[src/rtl/tcb_pkg.sv]
`timescale 1ns / 1ps
// ----------------------------------------------------------------------------
// tcb_pkg
// Shared constants, codes and types of the text cell buffer writer.
// ----------------------------------------------------------------------------
package tcb_pkg;

	localparam int BUFFER_CELLS = 16384;
	localparam int CELL_AW      = $clog2(BUFFER_CELLS);
	localparam int DIRTY_W      = $clog2(BUFFER_CELLS + 1);
	localparam int ADDR_W       = 16;
	localparam int IDX_W        = 14;
	localparam int ROW_W        = 7;
	localparam int COL_W        = 8;
	localparam int COLOR_W      = 4;
	localparam int CHAR_W       = 8;
	localparam int ATTR_W       = 8;
	localparam int WORD_W       = 16;
	localparam int CFG_IDX_W    = 3;
	localparam int CFG_DATA_W   = 8;

	typedef enum logic [2:0] {
		REQ_PUT       = 3'd0,
		REQ_ERASE_EOL = 3'd1,
		REQ_MOVE      = 3'd2,
		REQ_FLUSH     = 3'd3,
		REQ_REVERSE   = 3'd4,
		REQ_FG        = 3'd5,
		REQ_BG        = 3'd6,
		REQ_READ      = 3'd7
	} req_t;

	typedef enum logic [CFG_IDX_W-1:0] {
		CFG_SCREEN_COLS  = 3'd0,
		CFG_ROW_ORIGIN   = 3'd1,
		CFG_COL_ORIGIN   = 3'd2,
		CFG_VISIBLE_COLS = 3'd3,
		CFG_MONO_MODE    = 3'd4
	} cfg_reg_t;

	typedef enum logic [1:0] {
		ST_IDLE,
		ST_EXEC,
		ST_ERASE,
		ST_RDATA
	} state_t;

	localparam logic RPT_FLUSH = 1'b0;
	localparam logic RPT_CELL  = 1'b1;

	localparam logic [CHAR_W-1:0] CHAR_BS    = 8'h08;
	localparam logic [CHAR_W-1:0] CHAR_LF    = 8'h0A;
	localparam logic [CHAR_W-1:0] CHAR_CR    = 8'h0D;
	localparam logic [CHAR_W-1:0] CHAR_BLANK = 8'h20;

	localparam logic [ATTR_W-1:0]  ATTR_RESET = 8'h07;
	localparam logic [COLOR_W-1:0] MONO_FG    = 4'h7;
	localparam logic [COLOR_W-1:0] MONO_BG    = 4'h0;

	localparam logic [7:0] SCREEN_COLS_RESET  = 8'd80;
	localparam logic [7:0] VISIBLE_COLS_RESET = 8'd80;

	localparam logic [COLOR_W-1:0] ANSI_MAP [16] = '{
		4'd0, 4'd4, 4'd2, 4'd6, 4'd1, 4'd5, 4'd3, 4'd7,
		4'd8, 4'd12, 4'd10, 4'd14, 4'd9, 4'd13, 4'd11, 4'd15
	};

	function automatic logic [COLOR_W-1:0] ansi_to_adapter(input logic [COLOR_W-1:0] color);
		return ANSI_MAP[color];
	endfunction

	typedef struct packed {
		logic               we;
		logic [CELL_AW-1:0] idx;
		logic               clear;
	} dirty_ctl_t;

	typedef struct packed {
		logic             valid;
		logic [IDX_W-1:0] first;
		logic [IDX_W-1:0] last;
	} dirty_rpt_t;

	typedef struct packed {
		logic               set_rev;
		logic               rev;
		logic               set_fg;
		logic               set_bg;
		logic [COLOR_W-1:0] color;
		logic               mono;
	} attr_ctl_t;

endpackage

[src/rtl/tcb_attr.sv]
`timescale 1ns / 1ps
// ----------------------------------------------------------------------------
// tcb_attr
// Normal and reverse attribute registers with the colour mapping table.
// ----------------------------------------------------------------------------
module tcb_attr (
	input  logic                       clk,
	input  logic                       arst_n,
	input  tcb_pkg::attr_ctl_t         ctl,
	output logic [tcb_pkg::ATTR_W-1:0] attr
);

	logic [tcb_pkg::ATTR_W-1:0]  normal_q;
	logic [tcb_pkg::ATTR_W-1:0]  reverse_q;
	logic                        rev_mode_q;
	logic [tcb_pkg::COLOR_W-1:0] fg_c;
	logic [tcb_pkg::COLOR_W-1:0] bg_c;

	assign fg_c = ctl.mono ? tcb_pkg::MONO_FG : tcb_pkg::ansi_to_adapter(ctl.color);
	assign bg_c = ctl.mono ? tcb_pkg::MONO_BG : tcb_pkg::ansi_to_adapter(ctl.color);

	// reverse attribute keeps foreground in the high nibble
	always_ff @(posedge clk or negedge arst_n) begin
		if (!arst_n) begin
			normal_q   <= tcb_pkg::ATTR_RESET;
			reverse_q  <= tcb_pkg::ATTR_RESET;
			rev_mode_q <= 1'b0;
		end else begin
			if (ctl.set_rev) begin
				rev_mode_q <= ctl.rev;
			end
			if (ctl.set_fg) begin
				normal_q  <= {normal_q[7:4], fg_c};
				reverse_q <= {fg_c, reverse_q[3:0]};
			end else if (ctl.set_bg) begin
				normal_q  <= {bg_c, normal_q[3:0]};
				reverse_q <= {reverse_q[7:4], bg_c};
			end
		end
	end

	assign attr = rev_mode_q ? reverse_q : normal_q;

endmodule

[config.mk]
export PLATFORM = sky130hd
export DESIGN_NAME = tcb_attr
export DESIGN_NICKNAME = d
export VERILOG_FILES = /design/src/rtl/tcb_pkg.sv /design/src/rtl/tcb_attr.sv
export SDC_FILE = /design/constraint.sdc
export NUM_CORES = 1
export LEC_CHECK = 0
export BUFFER_PORTS_ARGS = -buffer_cell sky130_fd_sc_hd__clkbuf_2
export CAP_MARGIN = 15
export CORE_MARGIN = 5
export CORE_UTILIZATION = 40
export CTS_CLUSTER_SIZE = 25
export DETAILED_ROUTE_END_ITERATION = 10
export GPL_ROUTABILITY_DRIVEN = 1
export PLACE_DENSITY = 0.66
export SYNTH_ARGS = -nofsm -noshare
export SYNTH_HDL_FRONTEND = slang
export SYNTH_SLANG_ARGS = --single-unit
[constraint.sdc]
create_clock -name clk -period 1.12 [get_ports clk]
set_clock_uncertainty 0.2 [all_clocks]
set_input_delay 0.224 -clock clk [delete_from_list [all_inputs] [get_ports clk]]
set_output_delay 0.224 -clock clk [all_outputs]
set_load 0.02 [all_outputs]
==> metrics.md <==
| Metric | Value |
|---|---|
| Cell variety after synth | 18 |
| GRT Total Usage | 13.05% |
| Cell Area, Synth | 719.4 sq um |
| Vias per cell | 4.826 |
| WHS | -22.48 ps |
| Vias in the first global route | 579 |
| Launch point of the worst reg-to-reg path | rev_mode_q |
| Number of core rows | 15 |
| Initial Util | 41.67% |
| Synth top area cells | dfrtp_1 (35%), dfstp_2 (22%), mux2_2 (13%), o22a_1 (7.3%), a22o_1 (4.9%) |
| CTS Root Buffer Type | clkbuf_4 |
| Worst slew pin tran | 435.5 ps |
| CP Capture Point | attr[6] |
| Routed Antenna Nets | 0 |
| Area growth syn-to-layout | 49.39% |
| Die area | 2747 sq um |
| First-pass GRT wire length | 2580 um |
| Final hold violation count | 1 |
| Peak supply drop | 0.7550 mV |
| Fin nets | 96 |
| Number of CTS-inserted buffers | 3 |
| H-tree lvl count | 1 |
| Worst path required time | 700 ps |
| Die height | 52.41 um |
| Max Slew Vio Count | 0 |
| Setup WS post-layout | -579.1 ps |
| RSZ-0062 raised after global routing | true |
| Crit-path max FO | 5 |
| Drt wl/cell | 13.06 um |
| Switching power total | 375.3 uW |
| R2r setup slk | -100 ps |
| Post-Synthesis Cells | 51 |
| WL final | 1423 um |
| Syn_area_per_cell | 14.11 sq um |
| Share of cells above drive strength 1 | 64.29% |
| Synth top area share | 34.78% |
| Worst Setup SP | rev_mode_q |
| Placement Cell Area | 907.1 sq um |
| Reg2reg path depth | 3 |
| Violated checks | negative hold slack, negative setup slack |
| Xor and xnor fraction of the mapped netlist area | 0% |
| Fin area | 1075 sq um |
| CTS max path bufs | 2 |
| Gpl congestion | 0.7526 |
| Hold Crit Class | primary input to register |
| Multiplexer area fraction after synthesis | 14.61% |
| Register area share after synthesis | 56.70% |
| Yosys warnings | 0 |
| Sink Count | 16 |
| Worst hold path depth | 2 |
| Area of the core | 1727 sq um |
| Synth Area in Simple Gates | 7.304% |
| Synthesized net count | 62 |
| Max stage delay on crit path | 420 ps |
| Critical path class | register to output port |
| Compound-Gate Fraction of Synth Area | 17.04% |
| Min Tclk post-route | 1699 ps |
| Flops & latches, synth | 16 |
| Clock power share | 24.6% |
| 1st-pass router iterations | 3 |
| Worst path bufs/invs | 2 |
| Internal Power | 1112 uW |
| N_diodes | 0 |
| CP arrival | 1280 ps |
| Setup violations, final | 10 |
| DRC | 0 |
| CP Launch Type | register |
| Family with the most delay on the worst path | flip-flops |
| Routed via count | 526 |
| Die X | 52.41 um |
| Clock latency on the worst-skew pair | 280 ps |
| Status | finished with violations |
| Reg power frac | 45.6% |
| Antenna violations before repair | 0 |
| Crit share post-route | 151.7% |
| Worst path cell trace | buf_6 -> mux2_4 -> buf_8 |
| CTS clk-pin slew, worst paths | 90 ps |
| FILL cells | 141 |
| Max Fclk | 0.5886 GHz |
| Leakage | 0.0005033 uW |
| Synth Area in Adders | 0% |
| CTS tree | yes |
| Yosys top cell by area | dfrtp_1 |
| Grt ovf | 0 |
| Power Density | 1384 nW/um^2 |
| Ports | 19 |
| Port bufs | 18 |
| CTS hold repair buffers | 5 |
| Number of DRC markers in iteration 0 | 7 |
| Slew headroom | 70.84% |
| Critical path endpoint category | output port |
| Largest net degree at the start of global routing | 17 |
| Worst path depth | 3 |
| Combinational share of power | 29.9% |
| Max stage delay cell, worst path | dfrtp_2 |
| HPWL Detailed | 1021 um |
| Total of max-cap violations | 0 |
| Largest family of logic cells by synthesized area | compound AO/OA/AOI/OAI gates |
| Switching share of power | 25.23% |
| RR Endpoint | rev_mode_q |
## cell usage in the layout, fill, tap and decap left out, types with 2 or more instances in the layout
master	count
clkbuf_2	10
mux2_4	9
dfrtp_1	9
buf_6	8
buf_4	7
o22a_1	6
dfstp_2	6
a22o_1	4
dlygate4sd3_1	4
clkbuf_4	3
inv_1	2
a22o_2	2
o21ai_0	2
clkbuf_8	2
buf_8	2
## cell type report
type	count	area, sq um	area share [%]
flip-flops and latches	16	409.1	38.07
repair buffers	32	276.5	25.73
multi-input cells	30	314.1	29.22
well taps	25	31.28	2.910
inverters	2	7.507	0.6985
clock buffers	4	36.28	3.376
## worst min path at each step
stage | startpoint | end | slack [ps]
5_1_grt | ctl[7] | rev_mode_q | -30
3_3_place_gp | arst_n | normal_q[5] | -40
6_report | ctl[7] | rev_mode_q | -20
2_1_floorplan | arst_n | normal_q[3] | -270
3_5_place_dp | arst_n | rev_mode_q | -40
4_1_cts | ctl[7] | rev_mode_q | -30
## power by group through the flow
stage | Sequential, uW | Combinational [uW] | Clock [uW]
2_1_floorplan | 677 | 235 | 0
3_3_place_gp | 698 | 325 | 0
3_5_place_dp | 700 | 330 | 0
4_1_cts | 678 | 404 | 382
5_1_grt | 685 | 475 | 408
6_report | 678 | 444 | 366
## registers in the layout (all words and copies together), names as in the netlist
| register | flops |
|---|---|
| reverse_q | 7 |
| normal_q | 8 |
| rev_mode_q | 1 |
## cells by family after synthesis
| kind of cell | after synthesis |
|---|---|
| AO/OA/AOI/OAI | 15 |
| buffers and inverters | 5 |
| flip-flops | 16 |
| multiplexers | 9 |
| AND/OR/NAND/NOR | 6 |
## repair_timing
action                                 in CTS  in global routing
buffers inserted                            2                  0
resized for setup                          12                 18
pin swaps                                   1                  0
setup endpoints to repair                   9                 10
endpoints found under the hold margin      19                  1
## cells in the mapped netlist
cell type   n
a22o_1      4
o21ai_0     3
buf_4       1
a22o_2      2
o22a_1      6
dfrtp_1    10
dfstp_2     6
mux2_4      1
nor3b_2     1
nand2b_2    1
buf_2       1
nand3b_1    1
buf_6       1
mux2_2      8
nor2b_1     1
nand2b_4    1
inv_1       2
nand2_1     1
## through the flow
step	cells	setup WS (ps)	util (%)	TNS, ps	total power (uW)
CTS	110	-601.2	60.65	-4765	1464
finish	109	-579.1	62.25	-4580	1488
floorplan	51	-129.8	-	-955.2	912.1
global route	109	-624.7	62.25	-5007	1568
detailed placement	99	-410.6	52.54	-4073	1030
global placement	99	-399.5	52.54	-3842	1022
## metal layers
layer	share of wire [%]	track usage, %	vias up
met5	0	0	-
met4	2.0	8.936	0
met3	3.6	1.994	2
met2	50	21.28	11
met1	45	15.59	257
li1	-	-	256
No activity file was read; power rests on OpenSTA's default activity.
