### src/rtl/tcb_pkg.sv
`timescale 1ns / 1ps
// ----------------------------------------------------------------------------
// tcb_pkg
// Shared constants, codes and types of the text cell buffer writer.
// ----------------------------------------------------------------------------
package tcb_pkg;

	localparam int BUFFER_CELLS = 16384;
	localparam int CELL_AW      = $clog2(BUFFER_CELLS);
	localparam int DIRTY_W      = $clog2(BUFFER_CELLS + 1);
	localparam int ADDR_W       = 16;
	localparam int IDX_W        = 14;
	localparam int ROW_W        = 7;
	localparam int COL_W        = 8;
	localparam int COLOR_W      = 4;
	localparam int CHAR_W       = 8;
	localparam int ATTR_W       = 8;
	localparam int WORD_W       = 16;
	localparam int CFG_IDX_W    = 3;
	localparam int CFG_DATA_W   = 8;

	typedef enum logic [2:0] {
		REQ_PUT       = 3'd0,
		REQ_ERASE_EOL = 3'd1,
		REQ_MOVE      = 3'd2,
		REQ_FLUSH     = 3'd3,
		REQ_REVERSE   = 3'd4,
		REQ_FG        = 3'd5,
		REQ_BG        = 3'd6,
		REQ_READ      = 3'd7
	} req_t;

	typedef enum logic [CFG_IDX_W-1:0] {
		CFG_SCREEN_COLS  = 3'd0,
		CFG_ROW_ORIGIN   = 3'd1,
		CFG_COL_ORIGIN   = 3'd2,
		CFG_VISIBLE_COLS = 3'd3,
		CFG_MONO_MODE    = 3'd4
	} cfg_reg_t;

	typedef enum logic [1:0] {
		ST_IDLE,
		ST_EXEC,
		ST_ERASE,
		ST_RDATA
	} state_t;

	localparam logic RPT_FLUSH = 1'b0;
	localparam logic RPT_CELL  = 1'b1;

	localparam logic [CHAR_W-1:0] CHAR_BS    = 8'h08;
	localparam logic [CHAR_W-1:0] CHAR_LF    = 8'h0A;
	localparam logic [CHAR_W-1:0] CHAR_CR    = 8'h0D;
	localparam logic [CHAR_W-1:0] CHAR_BLANK = 8'h20;

	localparam logic [ATTR_W-1:0]  ATTR_RESET = 8'h07;
	localparam logic [COLOR_W-1:0] MONO_FG    = 4'h7;
	localparam logic [COLOR_W-1:0] MONO_BG    = 4'h0;

	localparam logic [7:0] SCREEN_COLS_RESET  = 8'd80;
	localparam logic [7:0] VISIBLE_COLS_RESET = 8'd80;

	localparam logic [COLOR_W-1:0] ANSI_MAP [16] = '{
		4'd0, 4'd4, 4'd2, 4'd6, 4'd1, 4'd5, 4'd3, 4'd7,
		4'd8, 4'd12, 4'd10, 4'd14, 4'd9, 4'd13, 4'd11, 4'd15
	};

	function automatic logic [COLOR_W-1:0] ansi_to_adapter(input logic [COLOR_W-1:0] color);
		return ANSI_MAP[color];
	endfunction

	typedef struct packed {
		logic               we;
		logic [CELL_AW-1:0] idx;
		logic               clear;
	} dirty_ctl_t;

	typedef struct packed {
		logic             valid;
		logic [IDX_W-1:0] first;
		logic [IDX_W-1:0] last;
	} dirty_rpt_t;

	typedef struct packed {
		logic               set_rev;
		logic               rev;
		logic               set_fg;
		logic               set_bg;
		logic [COLOR_W-1:0] color;
		logic               mono;
	} attr_ctl_t;

endpackage

### src/rtl/tcb_dirty.sv
`timescale 1ns / 1ps
// ----------------------------------------------------------------------------
// tcb_dirty
// Tracks the lowest and highest cell written since the last flush.
// ----------------------------------------------------------------------------
module tcb_dirty (
	input  logic                clk,
	input  logic                arst_n,
	input  tcb_pkg::dirty_ctl_t ctl,
	output tcb_pkg::dirty_rpt_t rpt
);

	logic [tcb_pkg::DIRTY_W-1:0] low_q;
	logic [tcb_pkg::CELL_AW-1:0] high_q;
	logic [tcb_pkg::ADDR_W-1:0]  low_ext;
	logic [tcb_pkg::ADDR_W-1:0]  high_ext;
	logic                        range_ok;

	always_ff @(posedge clk or negedge arst_n) begin
		if (!arst_n) begin
			low_q  <= tcb_pkg::DIRTY_W'(tcb_pkg::BUFFER_CELLS);
			high_q <= '0;
		end else if (ctl.clear) begin
			low_q  <= tcb_pkg::DIRTY_W'(tcb_pkg::BUFFER_CELLS);
			high_q <= '0;
		end else if (ctl.we) begin
			if (tcb_pkg::DIRTY_W'(ctl.idx) < low_q) begin
				low_q <= tcb_pkg::DIRTY_W'(ctl.idx);
			end
			if (ctl.idx > high_q) begin
				high_q <= ctl.idx;
			end
		end
	end

	assign range_ok  = low_q <= tcb_pkg::DIRTY_W'(high_q);
	assign low_ext   = tcb_pkg::ADDR_W'(low_q);
	assign high_ext  = tcb_pkg::ADDR_W'(high_q);
	assign rpt.valid = range_ok;
	assign rpt.first = range_ok ? low_ext[tcb_pkg::IDX_W-1:0] : '0;
	assign rpt.last  = range_ok ? high_ext[tcb_pkg::IDX_W-1:0] : '0;

endmodule

### config.mk
export PLATFORM = sky130hd
export DESIGN_NAME = tcb_dirty
export DESIGN_NICKNAME = d
export VERILOG_FILES = /design/src/rtl/tcb_pkg.sv /design/src/rtl/tcb_dirty.sv
export SDC_FILE = /design/constraint.sdc
export NUM_CORES = 1
export LEC_CHECK = 0
export ABC_AREA = 0
export BUFFER_PORTS_ARGS = -buffer_cell sky130_fd_sc_hd__buf_2
export CORE_MARGIN = 2
export CORE_UTILIZATION = 46
export DETAILED_ROUTE_END_ITERATION = 7
export GPL_TIMING_DRIVEN = 0
export MAX_ROUTING_LAYER = met4
export PLACE_DENSITY = 0.77
export SYNTH_ARGS = -nofsm -noshare
export SYNTH_HDL_FRONTEND = slang
export SYNTH_SLANG_ARGS = --single-unit
### constraint.sdc
create_clock -name clk -period 5.5 [get_ports clk]
set_input_delay 0.55 -clock clk [delete_from_list [all_inputs] [get_ports clk]]
set_output_delay 0.55 -clock clk [all_outputs]
set_load 0.02 [all_outputs]
==> flow_summary.json, run 1 <==
{
  "status": "finished, final reports clean",
  "die_area_um2": 6130,
  "drt_iter0_drc": 74,
  "drive_above_1_share_pct": 21.7,
  "tightest_slew_ns": 0.683,
  "synthFlopType": "dfrtp_1",
  "io_buffers": 46,
  "path_clk_slew_ns": 0.07,
  "n_antenna_cell": 0,
  "muxShareOfSynthArea_pct": 5.52,
  "ctsHoldBuffers": 0,
  "cp.arrival_ns": 3.00,
  "p_sw_mw": 0.234,
  "final.setup.tns_ns": 0,
  "synth_common_cells": "41 x ha_1, 31 x inv_1, 28 x and2_1, 28 x dfrtp_1, 17 x nor2_1",
  "ioPinCount": 47,
  "syn-cell-area_um2": 2540,
  "ys_types": 35,
  "rsz0062_at_grt": "no",
  "yosys.cell_count.top_type": "ha_1",
  "die_x_um": 78.3,
  "reg2reg_slack_ns": 3.07,
  "setup_viol": 0,
  "power_mw": 0.651,
  "internal_power_mw": 0.417,
  "synthAdderAreaFrac_pct": 20.2,
  "synth_seq_cells": 29,
  "r2r_start": "high_q[9]",
  "cts.sinks": 29,
  "worstPathMaxFanout": 10,
  "grt_pass1_wl_mm": 10.4,
  "synthSimpleGateAreaFrac_pct": 22.4,
  "synth_edf_count": 0,
  "yosysTopAreaCell": "dfrtp_1",
  "critPathLaunchType": "register",
  "totalWireLength_mm": 6.12,
  "worstSetupPathType": "register to output pin",
  "finalHoldViolCount": 0,
  "syn_avg_cell_area_um2": 9.26,
  "dpl.hpwl_mm": 4.75,
  "path_buf_inv": 4,
  "timing.slew.headroom_pct": 54.5,
  "start_util_pct": 46.9,
  "finalCritPeriodShare_pct": 64.5,
  "slew_viol_final": 0,
  "crit_start": "high_q[12]",
  "cts_resized": 0,
  "grt_pass1_vias": 2126,
  "synth_top_area_share_pct": 27.6,
  "core_um2": 5410,
  "slowest_stage": "clkbuf_1",
  "die_y_um": 78.3,
  "first_pass_iters": 4,
  "cts_buffers": 5,
  "synth-compound-area-share_pct": 16.2,
  "ys_warn_count": 0,
  "num_vias": 2103,
  "switching_share_pct": 35.9,
  "pwr-share-seq_pct": 37.0,
  "grt_use_total_pct": 22.4,
  "cpMostUsedCell": "clkbuf_1",
  "synth_top_family_by_area": "simple AND/OR/NAND/NOR gates",
  "antenna_found_initial": 0,
  "synth_nets": 333,
  "leakage_nw": 1.45,
  "grt-ovfl-total": 0,
  "ir_worst_vdd_v": 0.000114,
  "async_flop_share_pct": 100,
  "clock_latency_ns": 0.28,
  "grt_max_degree": 30,
  "drv_cap": 0,
  "cts_tree": "yes",
  "yosysSeqAreaShare_pct": 28.6,
  "cts_setup_buffers": 0,
  "clock-root-buffer": "clkbuf_8",
  "rows": 27,
  "cp_top_family": "buffers and inverters",
  "cpPeakStageDelay_ns": 0.44,
  "syn_inst": 274,
  "nFillCells": 505,
  "crit_chain": "inv_1 > ha_1 > a21o_1 > a211oi_1 > nand2_1 > o21ai_1 > clkbuf_1 > clkbuf_1 > and2_1 > buf_2",
  "finClkSkew_ns": 0.00598,
  "cts_max_level": 2,
  "viasPerCell": 5.27,
  "synthTopCellsByArea": "dfrtp_1 28%, ha_1 20%, and2_1 6.9%",
  "synthToLayoutAreaGrowth_pct": 16.0,
  "cellPowerDensity_nw_per_um2": 221,
  "cp.required_ns": 4.95,
  "clkPwrFrac_pct": 28.2,
  "synthXorXnorAreaFrac_pct": 0,
  "clockBufferDepth": 2,
  "hold_path_class": "input pin to asynchronous set/reset pin",
  "drc": 0,
  "period_needed_ns": 3.55,
  "fmax_mhz": 282,
  "layout.nets": 386,
  "detail_route.wl_per_cell_um": 15.3,
  "ant_nets": 0,
  "place.gp.congestion": 0.844,
  "end_kind": "output pin",
  "power_frac_comb_pct": 34.7
}
[final timing paths]
check	endpoint	cells past startpoint
worst max-delay path	rpt[23]	10
worst min-delay path	high_q[3]	1
worst max register to register	high_q[7]	9
worst min register to register	low_q[14]	1
max in group asynchronous	low_q[11]	1
min in group clk	low_q[14]	1
[stage by stage]
stage | area, um2 | util, % | setup WS (ns) | hold WS, ns | std cells
after detailed placement | 2860 | 52.9 | 2.21 | 0.533 | 392
final | 2940 | 54.5 | 1.95 | 0.302 | 399
after global placement | 2860 | 52.9 | 2.27 | 0.520 | 392
after CTS | 2940 | 54.5 | 1.89 | 0.330 | 399
after global routing | 2940 | 54.5 | 1.66 | 0.355 | 399
after floorplan | 2540 | - | 2.96 | 0.254 | 274
[cell type report]
type / instances / area [um2] / share of cell area, %
Buffer: 13 / 62.6 / 2.12
Multi-Input combinational cell: 201 / 1630 / 55.4
Timing Repair Buffer: 46 / 230 / 7.82
Tap cell: 72 / 90.1 / 3.06
Inverter: 31 / 116 / 3.95
Sequential cell: 29 / 727 / 24.7
Clock buffer: 7 / 86.3 / 2.93
[metal layers]
metal	up-vias	GRT usage [%]	wire length, um
li1	1074	-	-
met1	980	28.0	2730
met2	43	38.0	3090
met3	6	3.91	241
met4	0	5.26	63
met5	-	-	0
[cell families (layout without fill, tap and decap cells)]
group / after synthesis / in the layout
DFF: 29 / 29
adders and majority gates: 41 / 41
buffers and inverters: 44 / 97
muxes: 14 / 14
and+or+nand+nor: 96 / 96
AOI/OAI and AO/OA: 50 / 50
[sequential cells by signal, summed over array words and instances (netlist names)]
signal and cells:
low_q 15, high_q 14
[placed cells by master, fill, tap and decap left out, drive strengths merged, types with 3 or more instances in the layout]
cell | synthesis | layout
a21o | 8 | 8
a21oi | 13 | 13
and2 | 28 | 28
buf | 4 | 50
clkbuf | 9 | 16
dfrtp | 28 | 28
ha | 41 | 41
inv | 31 | 31
mux2i | 14 | 14
nand2 | 5 | 5
nand2b | 15 | 15
nand3 | 3 | 3
nand4 | 7 | 7
nor2 | 17 | 17
nor2b | 3 | 3
o21ai | 5 | 5
o31ai | 15 | 15
or4 | 14 | 14
[power by group through the flow]
stage,sequential [mW],clock [mW],combinational (mW)
after floorplan,0.241,0,0.157
after global placement,0.244,0,0.221
after detailed placement,0.245,0,0.228
after CTS,0.241,0.186,0.229
after global routing,0.243,0.197,0.256
final,0.241,0.184,0.226
[worst register-to-register path: stages (launching register included)]
cell	delay, ns
dfrtp_1	0.36
inv_1	0.07
ha_1	0.31
nand4_1	0.18
nor2_1	0.17
o31ai_1	0.12
a31oi_2	0.35
buf_2	0.43
mux2i_1	0.25
nor2_1	0.06
Power figures use the tool's default switching activity.
==> inputs of run 2 (changes only) <==
clock period = 3.6 ns   (was 5.5 ns; I/O delays follow)
==> run 2 against run 1 <==
Net effect:
- largest cell class unchanged
- highest routed layer unchanged
- via count up 0.19%
- final area about the same
- hold slack got worse by 0.18 ns
- combinational power increased by 54%
- flip-flop and latch count stayed put
==> flow_summary.json, run 2 (synthesized netlist as in run 1, its figures left out) <==
{
  "first_pass_iters": 4,
  "viasPerCell": 5.28,
  "largest_reg_flops": 15,
  "grt-ovfl-total": 0,
  "cp.arrival_ns": 2.84,
  "timing.slew.headroom_pct": 53.8,
  "cts.sinks": 29,
  "nFillCells": 507,
  "die_x_um": 78.3,
  "drv_cap": 0,
  "cp.required_ns": 3.24,
  "cpPeakStageDelay_ns": 0.39,
  "detail_route.wl_per_cell_um": 15.3,
  "synthToLayoutAreaGrowth_pct": 16.1,
  "ant_nets": 0,
  "drc": 0,
  "multi_input_area_um2": 1630,
  "antenna_found_initial": 0,
  "hold_path_class": "input pin to asynchronous set/reset pin",
  "place_area_um2": 2860,
  "cts_resized": 0,
  "power_mw": 0.995,
  "worstSetupPathType": "register to output pin",
  "num_vias": 2107,
  "cts_tree": "yes",
  "end_kind": "output pin",
  "fmax_mhz": 313,
  "stdcell_area_um2": 2950,
  "rows": 27,
  "grt_max_degree": 30,
  "leakage_nw": 1.45,
  "core_um2": 5410,
  "io_buffers": 46,
  "ioPinCount": 47,
  "layout.nets": 386,
  "finalHoldViolCount": 0,
  "finalCritPeriodShare_pct": 88.9,
  "cts_setup_buffers": 0,
  "slowest_stage": "a211oi_1",
  "place.gp.congestion": 0.844,
  "totalWireLength_mm": 6.12,
  "n_antenna_cell": 0,
  "ff_latch_area_um2": 727,
  "setup_viol": 0,
  "clock_latency_ns": 0.28,
  "reg_top3": "low_q x15, high_q x14",
  "die_y_um": 78.3,
  "finClkSkew_ns": 0.00532,
  "slew_viol_final": 0,
  "die_area_um2": 6130,
  "cellPowerDensity_nw_per_um2": 338,
  "cts_max_level": 2,
  "regMostFlops": "low_q",
  "ctsHoldBuffers": 0,
  "ir_worst_vdd_v": 0.000174,
  "grt_pass1_wl_mm": 10.4,
  "final_common_cell": "buf_2",
  "crit_chain": "inv_1 > ha_1 > a21o_1 > a211oi_1 > nand2_1 > o21ai_1 > clkbuf_1 > clkbuf_2 > and2_1 > buf_2",
  "final.setup.tns_ns": 0,
  "clock-root-buffer": "clkbuf_8",
  "grt_use_total_pct": 22.4,
  "clockBufferDepth": 2,
  "status": "finished, final reports clean",
  "tightest_slew_ns": 0.693,
  "start_util_pct": 46.9,
  "period_needed_ns": 3.20,
  "critPathLaunchType": "register",
  "drive_above_1_share_pct": 22.0,
  "path_clk_slew_ns": 0.07,
  "layout_common_cells": "48 x buf_2, 41 x ha_1, 31 x inv_1, 28 x and2_1, 28 x dfrtp_1",
  "drt_iter0_drc": 95,
  "grt_pass1_vias": 2126,
  "rsz0062_at_grt": "no",
  "cts_buffers": 5,
  "worstPathMaxFanout": 10,
  "dpl.hpwl_mm": 4.75
}
==> run 2: layout make-up <==
class	count	area share, %
buffer	13	2.17
timing repair buffer	46	7.82
multi-input combinational	201	55.4
inverter	31	3.95
clock buffer	7	2.93
sequential	29	24.7
tap	72	3.06
==> run 2: final timing paths <==
path | start | endpoint | slack (ns) | cells after the start
max reg2reg | high_q[9] | high_q[7] | 1.20 | 9
min reg2reg | low_q[14] | low_q[14] | 0.54 | 1
max | high_q[12] | rpt[23] | 0.40 | 10
min in group clk | ctl[1] | high_q[0] | 0.37 | 3
min | arst_n | high_q[4] | 0.12 | 1
max in group asynchronous | arst_n | low_q[11] | 3.03 | 1
==> run 2: through the flow <==
step                setup WS [ns]  hold WS (ns)  util [%]  cells
CTS                         0.175         0.140      54.5    399
finish                      0.401         0.119      54.5    399
global route                0.134         0.165      54.5    399
detailed placement          0.501         0.445      52.9    392
global placement            0.560         0.430      52.9    392
floorplan                    1.25        0.0644         -    274
==> run 2: metal layers <==
metal / GRT usage [%] / routed length (um)
met5: - / 0
met4: 5.26 / 63
met3: 3.91 / 232
met2: 38.0 / 3050
met1: 28.0 / 2770
==> run 2: report_power, final <==
| group | total, mW | leakage, nW | switching [mW] | internal [mW] |
|---|---|---|---|---|
| registers | 0.368 | 0.387 | 0.0185 | 0.350 |
| logic | 0.347 | 1.02 | 0.210 | 0.137 |
| clock network | 0.280 | 0.0443 | 0.128 | 0.152 |
==> run 2: worst max-delay path, delay by kind of cell, from the launching register on <==
kind | cells | cell delay (ns)
compound gates | 3 | 0.73
simple gates | 2 | 0.27
flops | 1 | 0.36
fa+ha+maj | 1 | 0.30
buf+inv | 4 | 0.90
